<file path="config.mk">
export PLATFORM = sky130hd
export DESIGN_NAME = gamepad_mode_and_actuator_decoder
export DESIGN_NICKNAME = d
export VERILOG_FILES = /design/src/sv/gmad_pkg.sv /design/src/sv/gmad_front.sv /design/src/sv/gmad_queue.sv /design/src/sv/gmad_back.sv /design/src/sv/gamepad_mode_and_actuator_decoder.sv
export VERILOG_INCLUDE_DIRS = /design/src /design/src/sv
export SDC_FILE = /design/constraint.sdc
export NUM_CORES = 1
export LEC_CHECK = 0
export BUFFER_PORTS_ARGS = -buffer_cell sky130_fd_sc_hd__buf_2
export CORE_MARGIN = 3
export CORE_UTILIZATION = 30
export DETAILED_ROUTE_END_ITERATION = 10
export HOLD_SLACK_MARGIN = 0.1
export PLACE_DENSITY = 0.59
export SYNTH_ARGS = -nofsm -noshare
export SYNTH_HDL_FRONTEND = slang
export SYNTH_SLANG_ARGS = --single-unit
</file>
<file path="constraint.sdc">
create_clock -name clk -period 7.9 [get_ports clk]
set_clock_uncertainty 0.05 [all_clocks]
set_input_delay 1.185 -clock clk [delete_from_list [all_inputs] [get_ports clk]]
set_output_delay 1.185 -clock clk [all_outputs]
set_load 0.03 [all_outputs]
</file>
<file path="src/sv/assert_macros.svh">
// Assertion helpers for the file that checks this block.
`ifndef ASSERT_MACROS_SVH
`define ASSERT_MACROS_SVH

// Checked on every clock edge outside reset.
`define ASSERT_CLK(name, prop, msg) \
  name: assert property (@(posedge clk) disable iff (!rst_n) prop) else $error(msg);

// Checked on every clock edge, reset included.
`define ASSERT_ALWAYS(name, prop, msg) \
  name: assert property (@(posedge clk) prop) else $error(msg);

`endif

</file>
<file path="src/sv/gmad_pkg.sv">
`default_nettype none
package gmad_pkg;

  localparam int QDEPTH = 2;
  localparam int QPTR_W = (QDEPTH > 1) ? $clog2(QDEPTH) : 1;
  localparam int QCNT_W = $clog2(QDEPTH + 1);

  localparam int CFG_IDX_W = 2;
  localparam int CFG_DATA_W = 15;

  localparam logic [CFG_IDX_W-1:0] CFG_TRIGGER_DEADZONE = 2'd0;
  localparam logic [CFG_IDX_W-1:0] CFG_DUMP_SPEED = 2'd1;

  localparam logic [14:0] DEADZONE_RESET = 15'd1638;
  localparam logic [14:0] DUMP_SPEED_RESET = 15'd8192;

  localparam logic [1:0] STEP_TELEOP = 2'd1;
  localparam logic [1:0] STEP_AUTONOMY = 2'd3;

  localparam logic [1:0] MODE_IDLE = 2'd0;
  localparam logic [1:0] MODE_TELEOP = 2'd1;
  localparam logic [1:0] MODE_AUTONOMY = 2'd2;

  localparam logic signed [15:0] Q15_POS_ONE = 16'sh7fff;
  localparam logic signed [15:0] Q15_NEG_ONE = 16'sh8001;
  localparam logic signed [15:0] Q15_ZERO = 16'sh0000;
  localparam logic [14:0] DIG_FULL = 15'h7fff;

  typedef struct packed {
    logic mode_key_one;
    logic mode_key_two;
    logic key_dig;
    logic key_raise;
    logic key_lower;
    logic key_dump_fwd;
    logic key_dump_rev;
    logic signed [15:0] stick_forward;
    logic signed [15:0] stick_turn;
    logic signed [15:0] trigger_right;
    logic signed [15:0] trigger_left;
    logic robot_at_rest;
  } in_item_t;

  typedef struct packed {
    logic signed [15:0] drive_forward;
    logic signed [15:0] drive_turn;
    logic mode_changed;
    logic [1:0] mode_code;
    logic screw_valid;
    logic signed [15:0] screw_speed;
    logic actuator_valid;
    logic signed [15:0] actuator_speed;
    logic dig_valid;
    logic [14:0] dig_speed;
    logic dump_valid;
    logic signed [15:0] dump_cmd;
  } out_item_t;

  typedef struct packed {
    logic raise;
    logic lower;
    logic dig;
    logic dump_fwd;
    logic dump_rev;
  } key_edges_t;

  typedef struct packed {
    logic signed [15:0] fwd;
    logic signed [15:0] turn;
    logic changed;
    logic [1:0] mode_code;
    logic teleop;
    logic signed [15:0] trig_right;
    logic signed [15:0] trig_left;
    key_edges_t edges;
  } entry_t;

  typedef struct packed {
    logic valid;
    logic [CFG_IDX_W-1:0] index;
    logic [CFG_DATA_W-1:0] data;
  } cfg_wr_t;

  function automatic logic [1:0] mode_code_of(input logic [1:0] step);
    logic [1:0] code;
    case (step)
      STEP_TELEOP: code = MODE_TELEOP;
      STEP_AUTONOMY: code = MODE_AUTONOMY;
      default: code = MODE_IDLE;
    endcase
    return code;
  endfunction

endpackage
`default_nettype wire

</file>
<file path="src/sv/gmad_front.sv">
`default_nettype none
module gmad_front (
  input  wire logic              clk,
  input  wire logic              rst_n,
  input  wire logic              in_valid,
  output logic                   in_ready,
  input  wire gmad_pkg::in_item_t in_data,
  output logic                   push_valid,
  input  wire logic              push_ready,
  output gmad_pkg::entry_t       push_data
);

  logic [1:0] mode_step_r, mode_step_nxt;
  logic       prev_combo_r, prev_combo_nxt;
  logic [4:0] prev_keys_r, prev_keys_nxt;

  logic       accept;
  logic       combo;
  logic       teleop;
  logic       step_now;
  logic [4:0] keys;
  logic [4:0] rise;

  assign in_ready = push_ready;
  assign push_valid = in_valid;
  assign accept = in_valid && push_ready;

  // Key bits: 0 dig, 1 raise, 2 lower, 3 dump forward, 4 dump reverse.
  assign keys = {in_data.key_dump_rev, in_data.key_dump_fwd, in_data.key_lower,
                 in_data.key_raise, in_data.key_dig};

  always_comb begin
    combo = in_data.mode_key_one && in_data.mode_key_two;
    step_now = combo && !prev_combo_r && in_data.robot_at_rest;
    mode_step_nxt = step_now ? mode_step_r + 2'd1 : mode_step_r;
    prev_combo_nxt = combo;
    teleop = (mode_step_nxt == gmad_pkg::STEP_TELEOP);
    rise = teleop ? (keys & ~prev_keys_r) : 5'd0;
    prev_keys_nxt = teleop ? keys : prev_keys_r;

    push_data.fwd = in_data.stick_forward;
    push_data.turn = in_data.stick_turn;
    push_data.changed = step_now;
    push_data.mode_code = gmad_pkg::mode_code_of(mode_step_nxt);
    push_data.teleop = teleop;
    push_data.trig_right = in_data.trigger_right;
    push_data.trig_left = in_data.trigger_left;
    push_data.edges.dig = rise[0];
    push_data.edges.raise = rise[1];
    push_data.edges.lower = rise[2];
    push_data.edges.dump_fwd = rise[3];
    push_data.edges.dump_rev = rise[4];
  end

  always_ff @(posedge clk) begin
    if (!rst_n) begin
      mode_step_r <= 2'd0;
      prev_combo_r <= 1'b0;
      prev_keys_r <= 5'd0;
    end else if (accept) begin
      mode_step_r <= mode_step_nxt;
      prev_combo_r <= prev_combo_nxt;
      prev_keys_r <= prev_keys_nxt;
    end
  end

endmodule
`default_nettype wire

</file>
<file path="src/sv/gmad_queue.sv">
`default_nettype none
module gmad_queue (
  input  wire logic             clk,
  input  wire logic             rst_n,
  input  wire logic             push_valid,
  output logic                  push_ready,
  input  wire gmad_pkg::entry_t push_data,
  output logic                  pop_valid,
  input  wire logic             pop_ready,
  output gmad_pkg::entry_t      pop_data
);

  gmad_pkg::entry_t mem [gmad_pkg::QDEPTH];

  logic [gmad_pkg::QPTR_W-1:0] wr_ptr_r, wr_ptr_nxt;
  logic [gmad_pkg::QPTR_W-1:0] rd_ptr_r, rd_ptr_nxt;
  logic [gmad_pkg::QCNT_W-1:0] count_r, count_nxt;
  logic do_push;
  logic do_pop;

  assign push_ready = (count_r != gmad_pkg::QCNT_W'(gmad_pkg::QDEPTH));
  assign pop_valid = (count_r != '0);
  assign pop_data = mem[rd_ptr_r];
  assign do_push = push_valid && push_ready;
  assign do_pop = pop_valid && pop_ready;

  always_comb begin
    wr_ptr_nxt = wr_ptr_r;
    rd_ptr_nxt = rd_ptr_r;
    count_nxt = count_r;
    if (do_push) begin
      wr_ptr_nxt = (wr_ptr_r == gmad_pkg::QPTR_W'(gmad_pkg::QDEPTH - 1)) ? '0 : wr_ptr_r + 1'b1;
    end
    if (do_pop) begin
      rd_ptr_nxt = (rd_ptr_r == gmad_pkg::QPTR_W'(gmad_pkg::QDEPTH - 1)) ? '0 : rd_ptr_r + 1'b1;
    end
    case ({do_push, do_pop})
      2'b10: count_nxt = count_r + 1'b1;
      2'b01: count_nxt = count_r - 1'b1;
      default: count_nxt = count_r;
    endcase
  end

  always_ff @(posedge clk) begin
    if (do_push) begin
      mem[wr_ptr_r] <= push_data;
    end
  end

  always_ff @(posedge clk) begin
    if (!rst_n) begin
      wr_ptr_r <= '0;
      rd_ptr_r <= '0;
      count_r <= '0;
    end else begin
      wr_ptr_r <= wr_ptr_nxt;
      rd_ptr_r <= rd_ptr_nxt;
      count_r <= count_nxt;
    end
  end

endmodule
`default_nettype wire

</file>
<file path="src/sv/gmad_back.sv">
`default_nettype none
module gmad_back (
  input  wire logic              clk,
  input  wire logic              rst_n,
  input  wire gmad_pkg::cfg_wr_t cfg_wr,
  input  wire logic              pop_valid,
  output logic                   pop_ready,
  input  wire gmad_pkg::entry_t  pop_data,
  output logic                   out_valid,
  input  wire logic              out_ready,
  output gmad_pkg::out_item_t    out_data
);

  logic [14:0] deadzone_r;
  logic [14:0] dump_speed_r;

  logic act_on_r, act_on_nxt;
  logic dig_on_r, dig_on_nxt;
  logic dump_on_r, dump_on_nxt;
  logic out_valid_r, out_valid_nxt;
  gmad_pkg::out_item_t out_data_r, out_data_nxt;

  logic               take;
  logic signed [15:0] dz_s;
  logic signed [15:0] ds_pos;
  logic signed [15:0] ds_neg;
  logic               lp;
  logic               rp;
  logic               act_on_mid;
  logic               dump_on_mid;
  logic signed [15:0] act_first;
  logic signed [15:0] dump_first;
  gmad_pkg::entry_t   e;

  assign take = pop_valid && (!out_valid_r || out_ready);
  assign pop_ready = !out_valid_r || out_ready;
  assign out_valid = out_valid_r;
  assign out_data = out_data_r;

  always_comb begin
    e = pop_data;
    dz_s = $signed({1'b0, deadzone_r});
    ds_pos = $signed({1'b0, dump_speed_r});
    ds_neg = gmad_pkg::Q15_ZERO - ds_pos;
    lp = $signed(e.trig_left) > dz_s;
    rp = $signed(e.trig_right) > dz_s;

    out_data_nxt.drive_forward = e.fwd;
    out_data_nxt.drive_turn = e.turn;
    out_data_nxt.mode_changed = e.changed;
    out_data_nxt.mode_code = e.mode_code;
    out_data_nxt.screw_valid = e.teleop;
    if (!e.teleop || (lp && rp)) begin
      out_data_nxt.screw_speed = gmad_pkg::Q15_ZERO;
    end else if (lp) begin
      out_data_nxt.screw_speed = gmad_pkg::Q15_ZERO - $signed(e.trig_left);
    end else if (rp) begin
      out_data_nxt.screw_speed = e.trig_right;
    end else begin
      out_data_nxt.screw_speed = gmad_pkg::Q15_ZERO;
    end

    // Raise is applied before lower; the word carries the last toggle only.
    act_on_mid = act_on_r ^ e.edges.raise;
    act_first = (e.edges.raise && !act_on_r) ? gmad_pkg::Q15_NEG_ONE : gmad_pkg::Q15_ZERO;
    if (e.edges.lower) begin
      out_data_nxt.actuator_speed = act_on_mid ? gmad_pkg::Q15_ZERO : gmad_pkg::Q15_POS_ONE;
    end else begin
      out_data_nxt.actuator_speed = act_first;
    end
    out_data_nxt.actuator_valid = e.edges.raise || e.edges.lower;
    act_on_nxt = act_on_mid ^ e.edges.lower;

    out_data_nxt.dig_valid = e.edges.dig;
    out_data_nxt.dig_speed = (e.edges.dig && !dig_on_r) ? gmad_pkg::DIG_FULL : 15'd0;
    dig_on_nxt = dig_on_r ^ e.edges.dig;

    dump_on_mid = dump_on_r ^ e.edges.dump_fwd;
    dump_first = (e.edges.dump_fwd && !dump_on_r) ? ds_pos : gmad_pkg::Q15_ZERO;
    if (e.edges.dump_rev) begin
      out_data_nxt.dump_cmd = dump_on_mid ? gmad_pkg::Q15_ZERO : ds_neg;
    end else begin
      out_data_nxt.dump_cmd = dump_first;
    end
    out_data_nxt.dump_valid = e.edges.dump_fwd || e.edges.dump_rev;
    dump_on_nxt = dump_on_mid ^ e.edges.dump_rev;

    out_valid_nxt = take || (out_valid_r && !out_ready);
  end

  always_ff @(posedge clk) begin
    if (!rst_n) begin
      deadzone_r <= gmad_pkg::DEADZONE_RESET;
      dump_speed_r <= gmad_pkg::DUMP_SPEED_RESET;
    end else if (cfg_wr.valid) begin
      case (cfg_wr.index)
        gmad_pkg::CFG_TRIGGER_DEADZONE: deadzone_r <= cfg_wr.data;
        gmad_pkg::CFG_DUMP_SPEED: dump_speed_r <= cfg_wr.data;
        default: ;
      endcase
    end
  end

  always_ff @(posedge clk) begin
    if (!rst_n) begin
      act_on_r <= 1'b0;
      dig_on_r <= 1'b0;
      dump_on_r <= 1'b0;
      out_valid_r <= 1'b0;
    end else begin
      out_valid_r <= out_valid_nxt;
      if (take) begin
        act_on_r <= act_on_nxt;
        dig_on_r <= dig_on_nxt;
        dump_on_r <= dump_on_nxt;
      end
    end
  end

  always_ff @(posedge clk) begin
    if (take) begin
      out_data_r <= out_data_nxt;
    end
  end

endmodule
`default_nettype wire

</file>
<file path="src/sv/gamepad_mode_and_actuator_decoder.sv">
// Channel   Direction  Handshake           Word
// in_       input      in_valid/in_ready   gmad_pkg::in_item_t, one gamepad report
// out_      output     out_valid/out_ready gmad_pkg::out_item_t, one result per report
// cfg_      input      cfg_valid/cfg_ready register index and 15-bit value
//
// One report per cycle sustained while out_ready is high; a result passes the queue, then the output register.
// The front stage holds the mode and key-edge state, the back stage holds the toggles.
// A two-word queue between them and the output register let either side stall alone.
// Reset is synchronous and active low; cfg_ready is always high.
`default_nettype none
`include "assert_macros.svh"
module gamepad_mode_and_actuator_decoder (
  input  wire logic                               clk,
  input  wire logic                               rst_n,
  input  wire logic                               in_valid,
  output logic                                    in_ready,
  input  wire gmad_pkg::in_item_t                 in_data,
  output logic                                    out_valid,
  input  wire logic                               out_ready,
  output gmad_pkg::out_item_t                     out_data,
  input  wire logic                               cfg_valid,
  output logic                                    cfg_ready,
  input  wire logic [gmad_pkg::CFG_IDX_W-1:0]     cfg_index,
  input  wire logic [gmad_pkg::CFG_DATA_W-1:0]    cfg_data
);

  logic             f_valid;
  logic             f_ready;
  gmad_pkg::entry_t f_data;
  logic             q_valid;
  logic             q_ready;
  gmad_pkg::entry_t q_data;
  gmad_pkg::cfg_wr_t cfg_wr;
  logic             chk_q_move;
  logic             chk_teleop;
  logic             chk_cmd_any;
  logic             chk_mode_ok;

  assign cfg_ready = 1'b1;
  assign cfg_wr.valid = cfg_valid;
  assign cfg_wr.index = cfg_index;
  assign cfg_wr.data = cfg_data;

  gmad_front u_front (
    .clk        (clk),
    .rst_n      (rst_n),
    .in_valid   (in_valid),
    .in_ready   (in_ready),
    .in_data    (in_data),
    .push_valid (f_valid),
    .push_ready (f_ready),
    .push_data  (f_data)
  );

  gmad_queue u_queue (
    .clk        (clk),
    .rst_n      (rst_n),
    .push_valid (f_valid),
    .push_ready (f_ready),
    .push_data  (f_data),
    .pop_valid  (q_valid),
    .pop_ready  (q_ready),
    .pop_data   (q_data)
  );

  gmad_back u_back (
    .clk        (clk),
    .rst_n      (rst_n),
    .cfg_wr     (cfg_wr),
    .pop_valid  (q_valid),
    .pop_ready  (q_ready),
    .pop_data   (q_data),
    .out_valid  (out_valid),
    .out_ready  (out_ready),
    .out_data   (out_data)
  );

  assign chk_q_move = q_valid && (!out_valid || out_ready);
  assign chk_teleop = (out_data.mode_code == gmad_pkg::MODE_TELEOP);
  assign chk_cmd_any = out_data.actuator_valid || out_data.dig_valid || out_data.dump_valid;
  assign chk_mode_ok = (out_data.screw_valid == chk_teleop) && (!chk_cmd_any || chk_teleop);

  `ASSERT_ALWAYS(a_reset_empties_output, !rst_n |=> !out_valid, "output valid after reset")
  `ASSERT_CLK(a_queue_drains, chk_q_move |=> out_valid, "queued word not moved to output")
  `ASSERT_CLK(a_toggles_only_teleop, out_valid |-> chk_mode_ok, "command outside teleop")

endmodule
`default_nettype wire
</file>
==> impl_metrics.ini <==
[synthesis]
synth-xor-area-share_pct = 1.870
synth_edf_count = 218
syn_avg_cell_area_um2 = 13.90
synthMuxAreaShare_pct = 7.545
post_synth_fa_ha_maj_area_fraction_pct = 4.118
synth-simple-area-share_pct = 9.170
ys_warn_count = 0
yosysUniqueCellTypes = 60
synth_ff_type = edfxtp_1
synth_compound_area_share_pct = 6.466
ys_ff_latch = 265
synth_top_family_by_area = simple AND/OR/NAND/NOR gates
async_reset_ff_share_pct = 0
syn_area_mm2 = 0.01124
yosysSeqAreaShare_pct = 66.59
syn_nets = 940
synthCells = 809

[setup_path]
crit_required_ps = 8210
worstSetupPathType = flop to flop
critical_path.startpoint_type = flop
crit_fanout = 62
cp.arrival_ps = 4380
r2r.worst_path.cells = 10
end_kind = flop
regToRegSetupSlack_ps = 3830
r2r-end = u_back.out_data[57]

[power]
power_frac_comb_pct = 32.2
ir_worst_vdd_v = 0.0002353
p_switching_mw = 1.751
p_leak_nw = 4.973
internal-power_mw = 3.125
switching_share_pct = 35.91
pwr-share-clk_pct = 26.3
p_per_area_mw_per_mm2 = 363.1
pwr-share-seq_pct = 41.5

[die]
boundaryPins = 199
std_cell_rows = 70
fp.dieW_um = 199.6
core_area_mm2 = 0.03679
die-area_mm2 = 0.03984
die_y_um = 199.6
initial_core_util_pct = 30.56

[cells_and_area]
nNetsFinal = 1116
multi_input_area_mm2 = 0.003308
nFillCells = 3603
drive_above_1_share_pct = 31.61
layout_commonest_cell = edfxtp_1
syn_to_final_growth_pct = 19.42
mostFrequentLayoutCells = edfxtp_1 (218), buf_2 (197), nand2_1 (114), mux2_2 (58), dfxtp_1 (46)
final_cell_area_mm2 = 0.01343
seq_area_mm2 = 0.007491

[sta]
fin_setup_tns_ps = 0
finalMaxSlewViolations = 0
max_freq_mhz = 245.8
finalHoldViolCount = 0
rsz0062_at_grt = false
slew_headroom_pct = 30.49
finalCritPeriodShare_pct = 51.51
worst_pin_slew_ps = 1043
min_period_ps = 4069
worst_slack_ps = 3831
finalSetupViolCount = 0

[clocking]
cts_htree_levels = 1
cts_tree = built
clk_latency_ps = 570
cts_resized = 0
cts.sinks = 265
cts_hold_buf = 0
cts-root-buf = clkbuf_16
postCtsSetupBuffers = 0
cts_buffer_depth = 3
clk_pin_slew_worst_paths_ps = 60
numCtsBuffers = 30

[global_routing]
use_met2_pct = 20.66
use_met3_pct = 3.288
grt_max_degree = 73
antenna_found_initial = 9
grt_pass1_wl_um = 37950
gr-total-overflow = 0
busiest_layer = met2
first_global_vias = 6825
grt_use_total_pct = 12.31
grtUsageMet1_pct = 15.64

[placement]
place_area_mm2 = 0.01253
numPortBuffers = 197
hpwl_um = 17380
gp_congestion = 0.8090
dp_slack_ps = 3781

[drt]
ant_nets = 0
via_per_inst = 4.602
num_vias = 6779
firstDrtPassIters = 4
drt_iter0_drc = 381
routed_wl_um = 25230
wl_per_cell_um = 17.13
drc_errors = 0

[run]
cap_violations = 0

[outcome]
outcome = finished, final reports clean

[worst_hold_path]
min_to = u_front.prev_combo_r
min_from = u_front.prev_combo_r
worstHoldPathType = flop to flop
hold_depth = 2
==> layout make-up <==
class	count	share of cell area (%)
timing repair buffer	203	7.679
multi-input combinational	455	24.64
clock buffer	44	6.132
antenna	2	0.03728
sequential	265	55.79
inverter	30	0.8387
tap	468	4.361
clock inverter	6	0.5219
==> registers in the layout, indices dropped and copies added (netlist names), 2 cells and up, named ones only <==
signal,flops
u_back.deadzone_r,15
u_back.dump_speed_r,15
u_back.out_data,74
u_front.mode_step_r,2
u_front.prev_keys_r,5
u_queue.count_r,2
u_queue.mem,144
==> through the flow <==
| step | util, % | hold slack [ps] | total power, mW | std cells |
|---|---|---|---|---|
| floorplan | - | 389.4 | 3.285 | 809 |
| global placement | 34.06 | 404.5 | 3.621 | 1421 |
| detailed placement | 34.06 | 408.3 | 3.650 | 1421 |
| CTS | 36.49 | 416.6 | 4.957 | 1471 |
| global route | 36.49 | 439.0 | 5.139 | 1471 |
| finish | 36.50 | 410.4 | 4.876 | 1473 |
==> logic make-up (layout without fill, tap and decap cells) <==
| kind of cell | count (synthesis) | count (layout) |
|---|---|---|
| buf+inv | 89 | 283 |
| other cells | 1 | 3 |
| xor+xnor | 24 | 24 |
| flops | 265 | 265 |
| fa+ha+maj | 37 | 37 |
| simple gates | 208 | 208 |
| compound gates | 108 | 108 |
| mux | 77 | 77 |
==> power by group through the flow <==
stage / Combinational, mW / Clock [mW] / Sequential (mW)
CTS: 1.59 / 1.33 / 2.03
floorplan: 0.853 / 0 / 2.43
global placement: 1.57 / 0 / 2.05
detailed placement: 1.59 / 0 / 2.06
finish: 1.57 / 1.28 / 2.03
global route: 1.70 / 1.38 / 2.06
==> worst max-delay path by stage <==
stage | depth (start not counted) | slack (ps) | startpoint | endpoint
after floorplan | 5 | 2000 | out_ready | u_queue.count_r[1]
after global placement | 9 | 3920 | flop | u_back.out_data[50]
after detailed placement | 10 | 3780 | flop | u_back.out_data[52]
after CTS | 10 | 3770 | flop | u_back.out_data[57]
after global routing | 10 | 3540 | flop | u_back.out_data[57]
final | 10 | 3830 | flop | u_back.out_data[57]
==> Yosys cell counts, types with 12 or more instances <==
cell	number	area share (%)
a21boi_0	27	1.8
a21oi_1	16	0.71
buf_4	29	1.9
clkbuf_1	20	0.67
dfxtp_1	47	8.4
edfxtp_1	218	58
ha_1	37	4.1
inv_1	29	0.97
mux2_2	58	5.8
mux2i_1	18	1.6
nand2_1	114	3.8
nor2_1	13	0.43
nor2b_1	12	0.67
o21ai_0	28	1.2
o32ai_1	12	0.93
xnor2_1	14	1.1
==> critical path, stage by stage, from the launching register on <==
cell,delay [ps]
dfxtp_4,550
buf_4,720
mux2i_1,420
inv_1,90
ha_1,300
nand3_1,110
nor4_2,360
o21ai_0,170
a21bo_2,260
or2_1,420
o32ai_1,370
==> layer usage <==
layer	part of all wire (%)	vias to the layer above	wire length [µm]
met5	0.34	-	85
met4	1.9	14	481
met3	7.2	45	1816
met2	49	183	12390
met1	41	3247	10450
li1	-	3290	-
Power figures use the tool's default switching activity.
